### src/rtl/dabcc_pkg.sv
// ----------------------------------------------------------------------------
// dabcc_pkg
// Shared widths, constants and controller/datapath command types for the
// dual-axis balance cascade controller.
// ----------------------------------------------------------------------------
package dabcc_pkg;

  localparam int DRIVE_LIMIT = 7200;
  localparam int SUM_LIMIT   = 3000;

  localparam int NUM_REGS    = 8;
  localparam int CFG_ADDR_W  = 3;
  localparam int CFG_DATA_W  = 16;

  localparam int ANGLE_W     = 17;
  localparam int RAW_W       = 16;
  localparam int DRIVE_W     = 14;

  localparam int IN_FIELDS_W = 2 * ANGLE_W + 4 * RAW_W;
  localparam int IN_TDATA_W  = ((IN_FIELDS_W + 7) / 8) * 8;
  localparam int OUT_FIELDS_W = 2 * DRIVE_W;
  localparam int OUT_TDATA_W = ((OUT_FIELDS_W + 7) / 8) * 8;

  localparam int NEUTRAL_FB  = 845;
  localparam int TILT_LIMIT  = 7680;
  localparam int W_NEW       = 77;
  localparam int W_OLD       = 179;

  localparam logic [CFG_ADDR_W-1:0] REG_FB_ANGLE   = 3'd0;
  localparam logic [CFG_ADDR_W-1:0] REG_SIDE_ANGLE = 3'd4;

  localparam logic [1:0] GAIN_ANGLE = 2'd0;
  localparam logic [1:0] GAIN_RATE  = 2'd1;
  localparam logic [1:0] GAIN_SPEED = 2'd2;
  localparam logic [1:0] GAIN_SUM   = 2'd3;

  localparam logic AXIS_SIDE = 1'b0;
  localparam logic AXIS_FB   = 1'b1;

  localparam logic signed [CFG_DATA_W-1:0] GAIN_RESET [NUM_REGS] = '{
    -16'sd810, -16'sd3456, -16'sd1000, 16'sd0,
    -16'sd1850, -16'sd192, 16'sd0, 16'sd0
  };

  typedef enum logic [2:0] {
    MUL_NONE,
    MUL_NEW,
    MUL_OLD,
    MUL_ANGLE,
    MUL_RATE,
    MUL_SPEED,
    MUL_SUM
  } mul_op_e;

  typedef enum logic [1:0] {
    FACC_HOLD,
    FACC_LOAD,
    FACC_ADD
  } facc_op_e;

  typedef enum logic [1:0] {
    TERM_HOLD,
    TERM_LOAD,
    TERM_ADD
  } term_op_e;

  typedef struct packed {
    logic     load;
    logic     axis;
    mul_op_e  mul_op;
    facc_op_e facc_op;
    term_op_e term_op;
    logic     filt_wr;
    logic     sum_wr;
    logic     side_wr;
    logic     out_wr;
  } cmd_t;

  typedef struct packed {
    logic out_free;
  } stat_t;

endpackage

### src/rtl/dabcc_ctrl.sv
// ----------------------------------------------------------------------------
// dabcc_ctrl
// Sequencer: steps the shared multiplier through both axes of one tick.
// ----------------------------------------------------------------------------
module dabcc_ctrl import dabcc_pkg::*; (
  input  logic  clk_i,
  input  logic  rst_ni,
  input  logic  in_valid_i,
  output logic  in_ready_o,
  input  stat_t stat_i,
  output cmd_t  cmd_o
);

  typedef enum logic [3:0] {
    ST_IDLE,
    ST_F0,
    ST_F1,
    ST_F2,
    ST_F3,
    ST_F4,
    ST_F5,
    ST_F6,
    ST_FIN
  } state_e;

  state_e state_q;
  logic   axis_q;

  assign in_ready_o = (state_q == ST_IDLE);

  always_comb begin
    cmd_o         = '0;
    cmd_o.axis    = axis_q;
    cmd_o.mul_op  = MUL_NONE;
    cmd_o.facc_op = FACC_HOLD;
    cmd_o.term_op = TERM_HOLD;
    case (state_q)
      ST_IDLE: begin
        cmd_o.load = in_valid_i;
      end
      ST_F0: begin
        cmd_o.mul_op  = MUL_NEW;
        cmd_o.side_wr = (axis_q == AXIS_FB);
      end
      ST_F1: begin
        cmd_o.mul_op  = MUL_OLD;
        cmd_o.facc_op = FACC_LOAD;
      end
      ST_F2: begin
        cmd_o.mul_op  = MUL_ANGLE;
        cmd_o.facc_op = FACC_ADD;
      end
      ST_F3: begin
        cmd_o.mul_op  = MUL_RATE;
        cmd_o.filt_wr = 1'b1;
        cmd_o.term_op = TERM_LOAD;
      end
      ST_F4: begin
        cmd_o.mul_op  = MUL_SPEED;
        cmd_o.sum_wr  = 1'b1;
        cmd_o.term_op = TERM_ADD;
      end
      ST_F5: begin
        cmd_o.mul_op  = MUL_SUM;
        cmd_o.term_op = TERM_ADD;
      end
      ST_F6: begin
        cmd_o.term_op = TERM_ADD;
      end
      ST_FIN: begin
        cmd_o.out_wr = stat_i.out_free;
      end
      default: begin
        cmd_o.load = 1'b0;
      end
    endcase
  end

  always_ff @(posedge clk_i or negedge rst_ni) begin
    if (!rst_ni) begin
      state_q <= ST_IDLE;
      axis_q  <= AXIS_SIDE;
    end else begin
      case (state_q)
        ST_IDLE: begin
          if (in_valid_i) begin
            state_q <= ST_F0;
            axis_q  <= AXIS_SIDE;
          end
        end
        ST_F0: state_q <= ST_F1;
        ST_F1: state_q <= ST_F2;
        ST_F2: state_q <= ST_F3;
        ST_F3: state_q <= ST_F4;
        ST_F4: state_q <= ST_F5;
        ST_F5: state_q <= ST_F6;
        ST_F6: begin
          if (axis_q == AXIS_SIDE) begin
            axis_q  <= AXIS_FB;
            state_q <= ST_F0;
          end else begin
            state_q <= ST_FIN;
          end
        end
        ST_FIN: begin
          if (stat_i.out_free) state_q <= ST_IDLE;
        end
        default: state_q <= ST_IDLE;
      endcase
    end
  end

endmodule

### src/rtl/dabcc_dp.sv
// ----------------------------------------------------------------------------
// dabcc_dp
// Datapath: gain registers, one shared 16x25 multiplier, filter, integral
// and term accumulators, drive clamps and the result register.
// ----------------------------------------------------------------------------
module dabcc_dp import dabcc_pkg::*; (
  input  logic                   clk_i,
  input  logic                   rst_ni,
  input  logic                   cfg_we_i,
  input  logic [CFG_ADDR_W-1:0]  cfg_addr_i,
  input  logic [CFG_DATA_W-1:0]  cfg_data_i,
  input  logic [IN_TDATA_W-1:0]  in_data_i,
  input  cmd_t                   cmd_i,
  output stat_t                  stat_o,
  output logic                   out_valid_o,
  input  logic                   out_ready_i,
  output logic [OUT_TDATA_W-1:0] out_data_o,
  output logic                   out_tilted_o
);

  localparam int A_W    = 16;
  localparam int B_W    = 25;
  localparam int PROD_W = A_W + B_W;
  localparam int SHR_W  = PROD_W - 8;
  localparam int FACC_W = 34;
  localparam int FILT_W = 24;
  localparam int SUM_W  = 21;
  localparam int SNEW_W = 25;
  localparam int TERM_W = 36;
  localparam int DIFF_W = ANGLE_W + 1;

  localparam logic signed [SNEW_W-1:0] SUM_MAX = SNEW_W'(SUM_LIMIT * 256);
  localparam logic signed [SNEW_W-1:0] SUM_MIN = -SNEW_W'(SUM_LIMIT * 256);
  localparam logic signed [TERM_W-1:0] DRV_MAX = TERM_W'(DRIVE_LIMIT);
  localparam logic signed [TERM_W-1:0] DRV_MIN = -TERM_W'(DRIVE_LIMIT);
  localparam logic signed [ANGLE_W-1:0] TILT_HI = ANGLE_W'(TILT_LIMIT);
  localparam logic signed [ANGLE_W-1:0] TILT_LO = -ANGLE_W'(TILT_LIMIT);

  function automatic logic signed [SHR_W-1:0] trunc8(input logic signed [PROD_W-1:0] v);
    logic signed [SHR_W-1:0] q;
    q = v[PROD_W-1:8];
    if (v[PROD_W-1] && (v[7:0] != 8'd0)) q = q + SHR_W'(1);
    return q;
  endfunction

  function automatic logic signed [TERM_W-1:0] clamp_drv(input logic signed [TERM_W-1:0] v);
    logic signed [TERM_W-1:0] r;
    r = v;
    if (v > DRV_MAX) r = DRV_MAX;
    if (v < DRV_MIN) r = DRV_MIN;
    return r;
  endfunction

  logic signed [CFG_DATA_W-1:0] gain_q [NUM_REGS];

  logic signed [ANGLE_W-1:0] pitch_q, roll_q;
  logic signed [RAW_W-1:0]   rate_x_q, rate_y_q, lsp_q, usp_q;
  logic                      tilted_q;

  logic signed [FILT_W-1:0] filt_q [2];
  logic signed [SUM_W-1:0]  sum_q [2];

  logic signed [PROD_W-1:0] p_q;
  logic signed [FACC_W-1:0] facc_q;
  logic signed [TERM_W-1:0] term_q, side_q;

  logic signed [DRIVE_W-1:0] up_q, lo_q;
  logic                      valid_q, tilt_out_q;

  logic signed [ANGLE_W-1:0] in_pitch, in_roll;
  logic                      in_tilted;
  logic [CFG_ADDR_W-1:0]     gidx;
  logic signed [A_W-1:0]     op_a;
  logic signed [B_W-1:0]     op_b;
  logic signed [ANGLE_W-1:0] angle_sel;
  logic signed [RAW_W-1:0]   rate_sel, speed_sel;
  logic signed [DIFF_W-1:0]  angle_diff;
  logic signed [FILT_W-1:0]  filt_sel;
  logic signed [SUM_W-1:0]   sum_sel;
  logic signed [SHR_W-1:0]   p_shr, facc_shr;
  logic signed [SNEW_W-1:0]  sum_new;
  logic signed [TERM_W-1:0]  up_wide, lo_wide;

  assign in_pitch  = in_data_i[ANGLE_W-1:0];
  assign in_roll   = in_data_i[2*ANGLE_W-1:ANGLE_W];
  assign in_tilted = (in_pitch >= TILT_HI) || (in_pitch <= TILT_LO) ||
                     (in_roll >= TILT_HI) || (in_roll <= TILT_LO);

  always_comb begin
    angle_sel  = (cmd_i.axis == AXIS_SIDE) ? pitch_q : roll_q;
    rate_sel   = (cmd_i.axis == AXIS_SIDE) ? rate_x_q : rate_y_q;
    speed_sel  = (cmd_i.axis == AXIS_SIDE) ? usp_q : lsp_q;
    filt_sel   = filt_q[cmd_i.axis];
    sum_sel    = sum_q[cmd_i.axis];
    angle_diff = (cmd_i.axis == AXIS_SIDE) ? DIFF_W'(angle_sel)
                                           : DIFF_W'(angle_sel) - DIFF_W'(NEUTRAL_FB);
    gidx = (cmd_i.axis == AXIS_SIDE) ? REG_SIDE_ANGLE : REG_FB_ANGLE;
    op_a = '0;
    op_b = '0;
    case (cmd_i.mul_op)
      MUL_NEW: begin
        op_a = A_W'(W_NEW);
        op_b = B_W'(speed_sel);
      end
      MUL_OLD: begin
        op_a = A_W'(W_OLD);
        op_b = B_W'(filt_sel);
      end
      MUL_ANGLE: begin
        op_a = gain_q[gidx | CFG_ADDR_W'(GAIN_ANGLE)];
        op_b = B_W'(angle_diff);
      end
      MUL_RATE: begin
        op_a = gain_q[gidx | CFG_ADDR_W'(GAIN_RATE)];
        op_b = B_W'(rate_sel);
      end
      MUL_SPEED: begin
        op_a = gain_q[gidx | CFG_ADDR_W'(GAIN_SPEED)];
        op_b = B_W'(filt_sel);
      end
      MUL_SUM: begin
        op_a = gain_q[gidx | CFG_ADDR_W'(GAIN_SUM)];
        op_b = B_W'(sum_sel);
      end
      default: begin
        op_a = '0;
        op_b = '0;
      end
    endcase
  end

  always_comb begin
    p_shr    = trunc8(p_q);
    facc_shr = trunc8(PROD_W'(facc_q));
    sum_new  = SNEW_W'(sum_sel) + SNEW_W'(filt_sel);
    if (sum_new > SUM_MAX) sum_new = SUM_MAX;
    if (sum_new < SUM_MIN) sum_new = SUM_MIN;
    up_wide  = clamp_drv(-side_q);
    lo_wide  = clamp_drv(term_q);
  end

  assign stat_o.out_free = !valid_q || out_ready_i;

  always_ff @(posedge clk_i or negedge rst_ni) begin
    if (!rst_ni) begin
      for (int i = 0; i < NUM_REGS; i++) gain_q[i] <= GAIN_RESET[i];
    end else if (cfg_we_i) begin
      gain_q[cfg_addr_i] <= cfg_data_i;
    end
  end

  always_ff @(posedge clk_i) begin
    if (cmd_i.load) begin
      pitch_q  <= in_pitch;
      roll_q   <= in_roll;
      rate_x_q <= in_data_i[2*ANGLE_W+RAW_W-1:2*ANGLE_W];
      rate_y_q <= in_data_i[2*ANGLE_W+2*RAW_W-1:2*ANGLE_W+RAW_W];
      lsp_q    <= in_data_i[2*ANGLE_W+3*RAW_W-1:2*ANGLE_W+2*RAW_W];
      usp_q    <= in_data_i[2*ANGLE_W+4*RAW_W-1:2*ANGLE_W+3*RAW_W];
      tilted_q <= in_tilted;
    end
    p_q <= op_a * op_b;
    case (cmd_i.facc_op)
      FACC_LOAD: facc_q <= {p_q[FACC_W-9:0], 8'd0};
      FACC_ADD:  facc_q <= facc_q + p_q[FACC_W-1:0];
      default:   facc_q <= facc_q;
    endcase
    case (cmd_i.term_op)
      TERM_LOAD: term_q <= TERM_W'(p_shr);
      TERM_ADD:  term_q <= term_q + TERM_W'(p_shr);
      default:   term_q <= term_q;
    endcase
    if (cmd_i.side_wr) side_q <= term_q;
    if (cmd_i.out_wr) begin
      up_q       <= tilted_q ? '0 : up_wide[DRIVE_W-1:0];
      lo_q       <= tilted_q ? '0 : lo_wide[DRIVE_W-1:0];
      tilt_out_q <= tilted_q;
    end
  end

  always_ff @(posedge clk_i or negedge rst_ni) begin
    if (!rst_ni) begin
      filt_q[0] <= '0;
      filt_q[1] <= '0;
      sum_q[0]  <= '0;
      sum_q[1]  <= '0;
      valid_q   <= 1'b0;
    end else begin
      if (cmd_i.filt_wr) filt_q[cmd_i.axis] <= facc_shr[FILT_W-1:0];
      if (cmd_i.sum_wr) sum_q[cmd_i.axis] <= sum_new[SUM_W-1:0];
      if (cmd_i.out_wr && tilted_q) begin
        sum_q[0] <= '0;
        sum_q[1] <= '0;
      end
      if (cmd_i.out_wr) begin
        valid_q <= 1'b1;
      end else if (out_ready_i) begin
        valid_q <= 1'b0;
      end
    end
  end

  assign out_valid_o  = valid_q;
  assign out_data_o   = {{(OUT_TDATA_W-OUT_FIELDS_W){1'b0}}, lo_q, up_q};
  assign out_tilted_o = tilt_out_q;

endmodule

### src/rtl/dual_axis_balance_cascade_controller_core.sv
// ----------------------------------------------------------------------------
// dual_axis_balance_cascade_controller_core
// Per-tick PD angle plus PI speed cascade for two axes of a balancing robot.
// ----------------------------------------------------------------------------
// One beat on the slave stream carries one control tick: angles, gyro rates
// and encoder speeds. One beat on the master stream returns the two motor
// drives, with the tilt flag in tuser. Gains are written through the cfg
// port; the user must write them only while the block is idle (the block
// does not enforce it). Index i selects gain register i. A tick runs two
// axes of seven sequencer steps each, a write-back step and the idle step
// that takes the next beat, so no beat is taken before the last tick is
// through; its twelve products pass through the single shared 16x25 multiplier.
// The input is taken again as soon as a tick's drives are in the output
// register; if the receiver stalls, a finished tick waits in the output
// register and the next tick is computed, then held in its write-back step
// until the earlier beat is taken.
// Reset loads the default gains and clears the speed filters and speed sums.
// ----------------------------------------------------------------------------
module dual_axis_balance_cascade_controller_core import dabcc_pkg::*; (
  input  logic                   clk_i,
  input  logic                   rst_ni,
  // pitch_angle, roll_angle, rate_x, rate_y, lower_motor_speed, upper_motor_speed
  input  logic [IN_TDATA_W-1:0]  s_axis_tdata,
  input  logic                   s_axis_tvalid,
  output logic                   s_axis_tready,
  // upper_drive, lower_drive
  output logic [OUT_TDATA_W-1:0] m_axis_tdata,
  // tilted
  output logic                   m_axis_tuser,
  output logic                   m_axis_tvalid,
  input  logic                   m_axis_tready,
  input  logic                   cfg_we_i,
  input  logic [CFG_ADDR_W-1:0]  cfg_addr_i,
  input  logic [CFG_DATA_W-1:0]  cfg_data_i
);

  cmd_t  cmd;
  stat_t stat;

  dabcc_ctrl u_ctrl (
    .clk_i      (clk_i),
    .rst_ni     (rst_ni),
    .in_valid_i (s_axis_tvalid),
    .in_ready_o (s_axis_tready),
    .stat_i     (stat),
    .cmd_o      (cmd)
  );

  dabcc_dp u_dp (
    .clk_i        (clk_i),
    .rst_ni       (rst_ni),
    .cfg_we_i     (cfg_we_i),
    .cfg_addr_i   (cfg_addr_i),
    .cfg_data_i   (cfg_data_i),
    .in_data_i    (s_axis_tdata),
    .cmd_i        (cmd),
    .stat_o       (stat),
    .out_valid_o  (m_axis_tvalid),
    .out_ready_i  (m_axis_tready),
    .out_data_o   (m_axis_tdata),
    .out_tilted_o (m_axis_tuser)
  );

endmodule
### config.mk
export PLATFORM = sky130hd
export DESIGN_NAME = dual_axis_balance_cascade_controller_core
export DESIGN_NICKNAME = d
export VERILOG_FILES = /design/src/rtl/dabcc_pkg.sv /design/src/rtl/dabcc_ctrl.sv /design/src/rtl/dabcc_dp.sv /design/src/rtl/dual_axis_balance_cascade_controller_core.sv
export SDC_FILE = /design/constraint.sdc
export NUM_CORES = 2
export LEC_CHECK = 0
export BUFFER_PORTS_ARGS = -buffer_cell sky130_fd_sc_hd__buf_2
export CORE_ASPECT_RATIO = 1.4
export CORE_UTILIZATION = 55
export DETAILED_ROUTE_END_ITERATION = 7
export PLACE_DENSITY = 0.8
export REMOVE_ABC_BUFFERS = 1
export SYNTH_ARGS = -nofsm -noshare
export SYNTH_HDL_FRONTEND = slang
export SYNTH_SLANG_ARGS = --single-unit
### constraint.sdc
create_clock -name clk_i -period 10.3 [get_ports clk_i]
set_input_delay 1.03 -clock clk_i [delete_from_list [all_inputs] [get_ports clk_i]]
set_output_delay 1.03 -clock clk_i [all_outputs]
set_load 0.05 [all_outputs]
==> summary.txt <==
Critical path
  – Worst EP required: roughly 11 ns
  – Critical-path top delay cell: or4_1
  – Worst path bufs/invs: 4
  – Worst-path fanout max: 43
  – Worst path top cell family by delay: adder cells
  – CP peak stage delay: ~0.80 ns
  – Crit path top cell by count: fa_1
  – Critical path class: flip-flop to flip-flop
  – CP endpoint kind: flip-flop
  – Critical path arrival: 9.95 ns
  – R2R Path Start: u_ctrl.axis_q
  – Worst Setup SP: u_ctrl.axis_q
  – Type of origin of the critical path: flip-flop

Die
  – Row count: between 100 and 150
  – Die ar.: 76530 sq um
  – Initial Util: 55.85%
  – Die X: around 230 um
  – Chip Height: roughly 330 um
  – Core Box Area: around 74000 sq um
  – Io pins: between 150 and 200

GRT
  – Maximum number of pins on one net before global-route repair: 90
  – GR Overflow Total: 0
  – GR Util All Layers: about 28%
  – Number of antenna violations at the first check in global routing: 7
  – Global-route wire length before repair: between 150 and 200 mm
  – Vias in the first global route: roughly 33k

Synth
  – YS warnings: 0
  – Seq/Total Area, Yosys: about a third
  – Post-Syn Instances: 4149
  – Prevailing post-synth register cell: edfxtp_1
  – Post-synthesis sequential element count: ~500
  – Ys async rst share: 44.89%
  – Synthesized area: 41480 sq um
  – Avg Inst Size Synth: approximately 10 sq um
  – Number of synthesized flops with an enable pin: between 200 and 250
  – Yosys cell types: 101

Clock network
  – H-tree levels: 2
  – Worst skew pair latency: between 0.6 and 0.7 ns
  – Clk sinks: roughly 500
  – CTS tree: yes
  – Clk slew on worst S/H paths: around 0.06 ns
  – Num CTS Buffers: 50
  – Setup bufs post-CTS: 0
  – Post-cts repair resize count: 0
  – CTS Hold Bufs: 0
  – Root buffer cell: clkbuf_16
  – Clock Tree Buf Depth: 3

STA
  – Worst hold slack: ~0.39 ns
  – Fin. max-slew vios: 0
  – # setup viols final: 0
  – Final min period: approximately 9.4 ns
  – Worst Tran Pin Value: approximately 1.2 ns
  – Max-slew headroom: between 10% and 20%
  – Final Hold Viols: 0
  – Fin crit share: around nine tenths
  – Total negative slack: 0 ns
  – Clock Skews: roughly 0.055 ns
  – Max Clock Freq: roughly 110 MHz
  – RSZ-0062 raised after global routing: false

Routing
  – Vias/cell: 6.039
  – Final wirelength: ~110 mm
  – ANT nets after route: 0
  – TritonRoute pass-1 iters: 8
  – Routed vias: between 30k and 40k
  – Wire per inst: 20.18 um
  – DRT iter0 DRCs: 2317
  – # DRC: 7

Placement
  – Port Buffer Count: 152
  – DP HPWL: about 82 mm
  – RD Place Congestion: 0.9445

Flow run
  – MaxCap Viol Count: 0

Layout
  – Layout area overhead: 9.107%
  – Layout cell share with drive strength beyond 1: between 10% and 20%
  – Nets: roughly 5.0k

Hold path
  – HP Class: primary input to asynchronous set/reset pin

Run status
  – Status: finished with violations
  – Failing checks: DRC
==> path summary, 6_finish.rpt <==
| path | slack [ns] | end | cells past startpoint |
|---|---|---|---|
| min in group clk_i | 0.47 | u_dp.sum_q[25] | 2 |
| max | 0.87 | u_dp.p_q[39] | 28 |
| min | 0.39 | u_dp.sum_q[6] | 1 |
| max reg2reg | 0.87 | u_dp.p_q[39] | 28 |
| max in group asynchronous | 7.70 | u_dp.gain_q[10] | 3 |
| min reg2reg | 0.47 | u_dp.sum_q[25] | 2 |
==> area by class of cell <==
type	instances	area, sq um
repair buffers	227	1346
well taps	960	1201
multi-input cells	3001	25590
clock buffers	67	1418
diodes	4	10.01
fillers	5918	29010
clock inverters	26	329.1
inverters	492	1847
flip-flops and latches	499	13510
==> synthesized netlist by cell type, drive strengths merged (10+ instances only) <==
master | count | area, sq um
a21o | 76 | 570.6
xnor2 | 108 | 945.9
or4 | 12 | 105.1
xor2 | 80 | 700.7
o21bai | 13 | 97.59
nand3b | 10 | 75.07
nand4 | 38 | 237.7
mux2 | 197 | 2218
nor2b | 22 | 137.6
nor2 | 487 | 1828
inv | 490 | 1839
dfxtp | 41 | 820.8
clkbuf | 120 | 450.4
o22ai | 16 | 100.1
or3 | 16 | 105.1
a221oi | 21 | 183.9
fa | 382 | 7647
o21ai | 120 | 600.6
mux2i | 58 | 580.6
nand2b | 59 | 369.1
nor3 | 56 | 306.5
nor4 | 36 | 282.8
a22oi | 36 | 270.3
a221o | 10 | 100.1
a211o | 12 | 105.1
a211oi | 29 | 217.7
and3 | 33 | 206.5
nand3 | 63 | 315.3
o31ai | 31 | 232.7
nand2 | 284 | 1069
dfrtp | 181 | 4529
edfxtp | 234 | 7027
or2 | 27 | 171.4
ha | 196 | 2452
a31oi | 31 | 209.0
and2 | 31 | 193.9
a2111oi | 10 | 97.59
a21oi | 212 | 1061
buf | 40 | 226.5
o21a | 45 | 337.8
dfstp | 43 | 1130
a311oi | 11 | 102.6
==> through the flow <==
step           instances  area [sq um]  utilization (%)  setup WS (ns)
2_1_floorplan       3992         40810                -         -2.528
3_3_place_gp        5179         43500            58.57          1.177
3_5_place_dp        5179         43500            58.57          1.031
4_1_cts             5272         45240            60.92         0.9611
5_1_grt             5276         45250            60.94         0.4353
6_report            5276         45250            60.94         0.8671
==> layout by cell type (no fill, tap or decap), types with 41 or more instances in the layout <==
cell type  count
nand2b_1      59
nand2_1      283
nor3_1        47
mux2_2       197
fa_1         382
inv_1        490
ha_1         196
a21o_1        76
dfxtp_1       41
o21ai_0      115
xor2_1        80
nand3_1       63
dfstp_2       43
dfrtp_1      180
mux2i_1       58
buf_2        151
buf_4         74
a21oi_1      211
nor2_1       482
edfxtp_1     234
xnor2_1      108
clkbuf_16     52
o21a_1        45
==> cells by family (layout without fill, tap and decap cells) <==
kind of cell               Yosys count  count (layout)  share of synthesized area (%)
and+or+nand+nor                   1211            1211                          13.85
AOI/OAI and AO/OA                  765             765                          12.42
buffers and inverters              652             812                          6.085
adders and majority gates          578             578                          24.35
DFF                                499             499                          32.57
muxes                              255             255                          6.748
xor gates and xnor gates           188             188                          3.970
other                                1               8                       0.009041
==> state kept, by name, summed over array words and instances, names as in the netlist, 17 cells and up <==
| signal | count |
|---|---|
| u_dp.sum_q | 42 |
| u_dp.term_q | 36 |
| u_dp.side_q | 36 |
| u_dp.facc_q | 34 |
| u_dp.pitch_q | 17 |
| u_dp.p_q | 41 |
| u_dp.gain_q | 128 |
| u_dp.filt_q | 48 |
| u_dp.roll_q | 17 |
==> routing by layer <==
metal | track usage [%] | vias to the layer above | wire [um]
met4 | 14.60 | 6 | 5866
met1 | 33.38 | 15772 | 40000
met3 | 4.187 | 333 | 6673
met5 | 0 | - | 38
li1 | - | 14469 | -
met2 | 49.95 | 1282 | 53870
==> worst register-to-register path, delay by kind of cell (launching register included) <==
family                     cells  cell delay (ns)
adders and majority gates      7             3.40
buffers and inverters          4             0.69
DFF                            1             0.74
and+or+nand+nor                4             1.31
xor gates and xnor gates       2             0.39
AOI/OAI and AO/OA             11             2.78
Power is left out: the tool's default activity adds up to more than one toggle a clock period on the data nets, which glitch-free logic cannot reach.
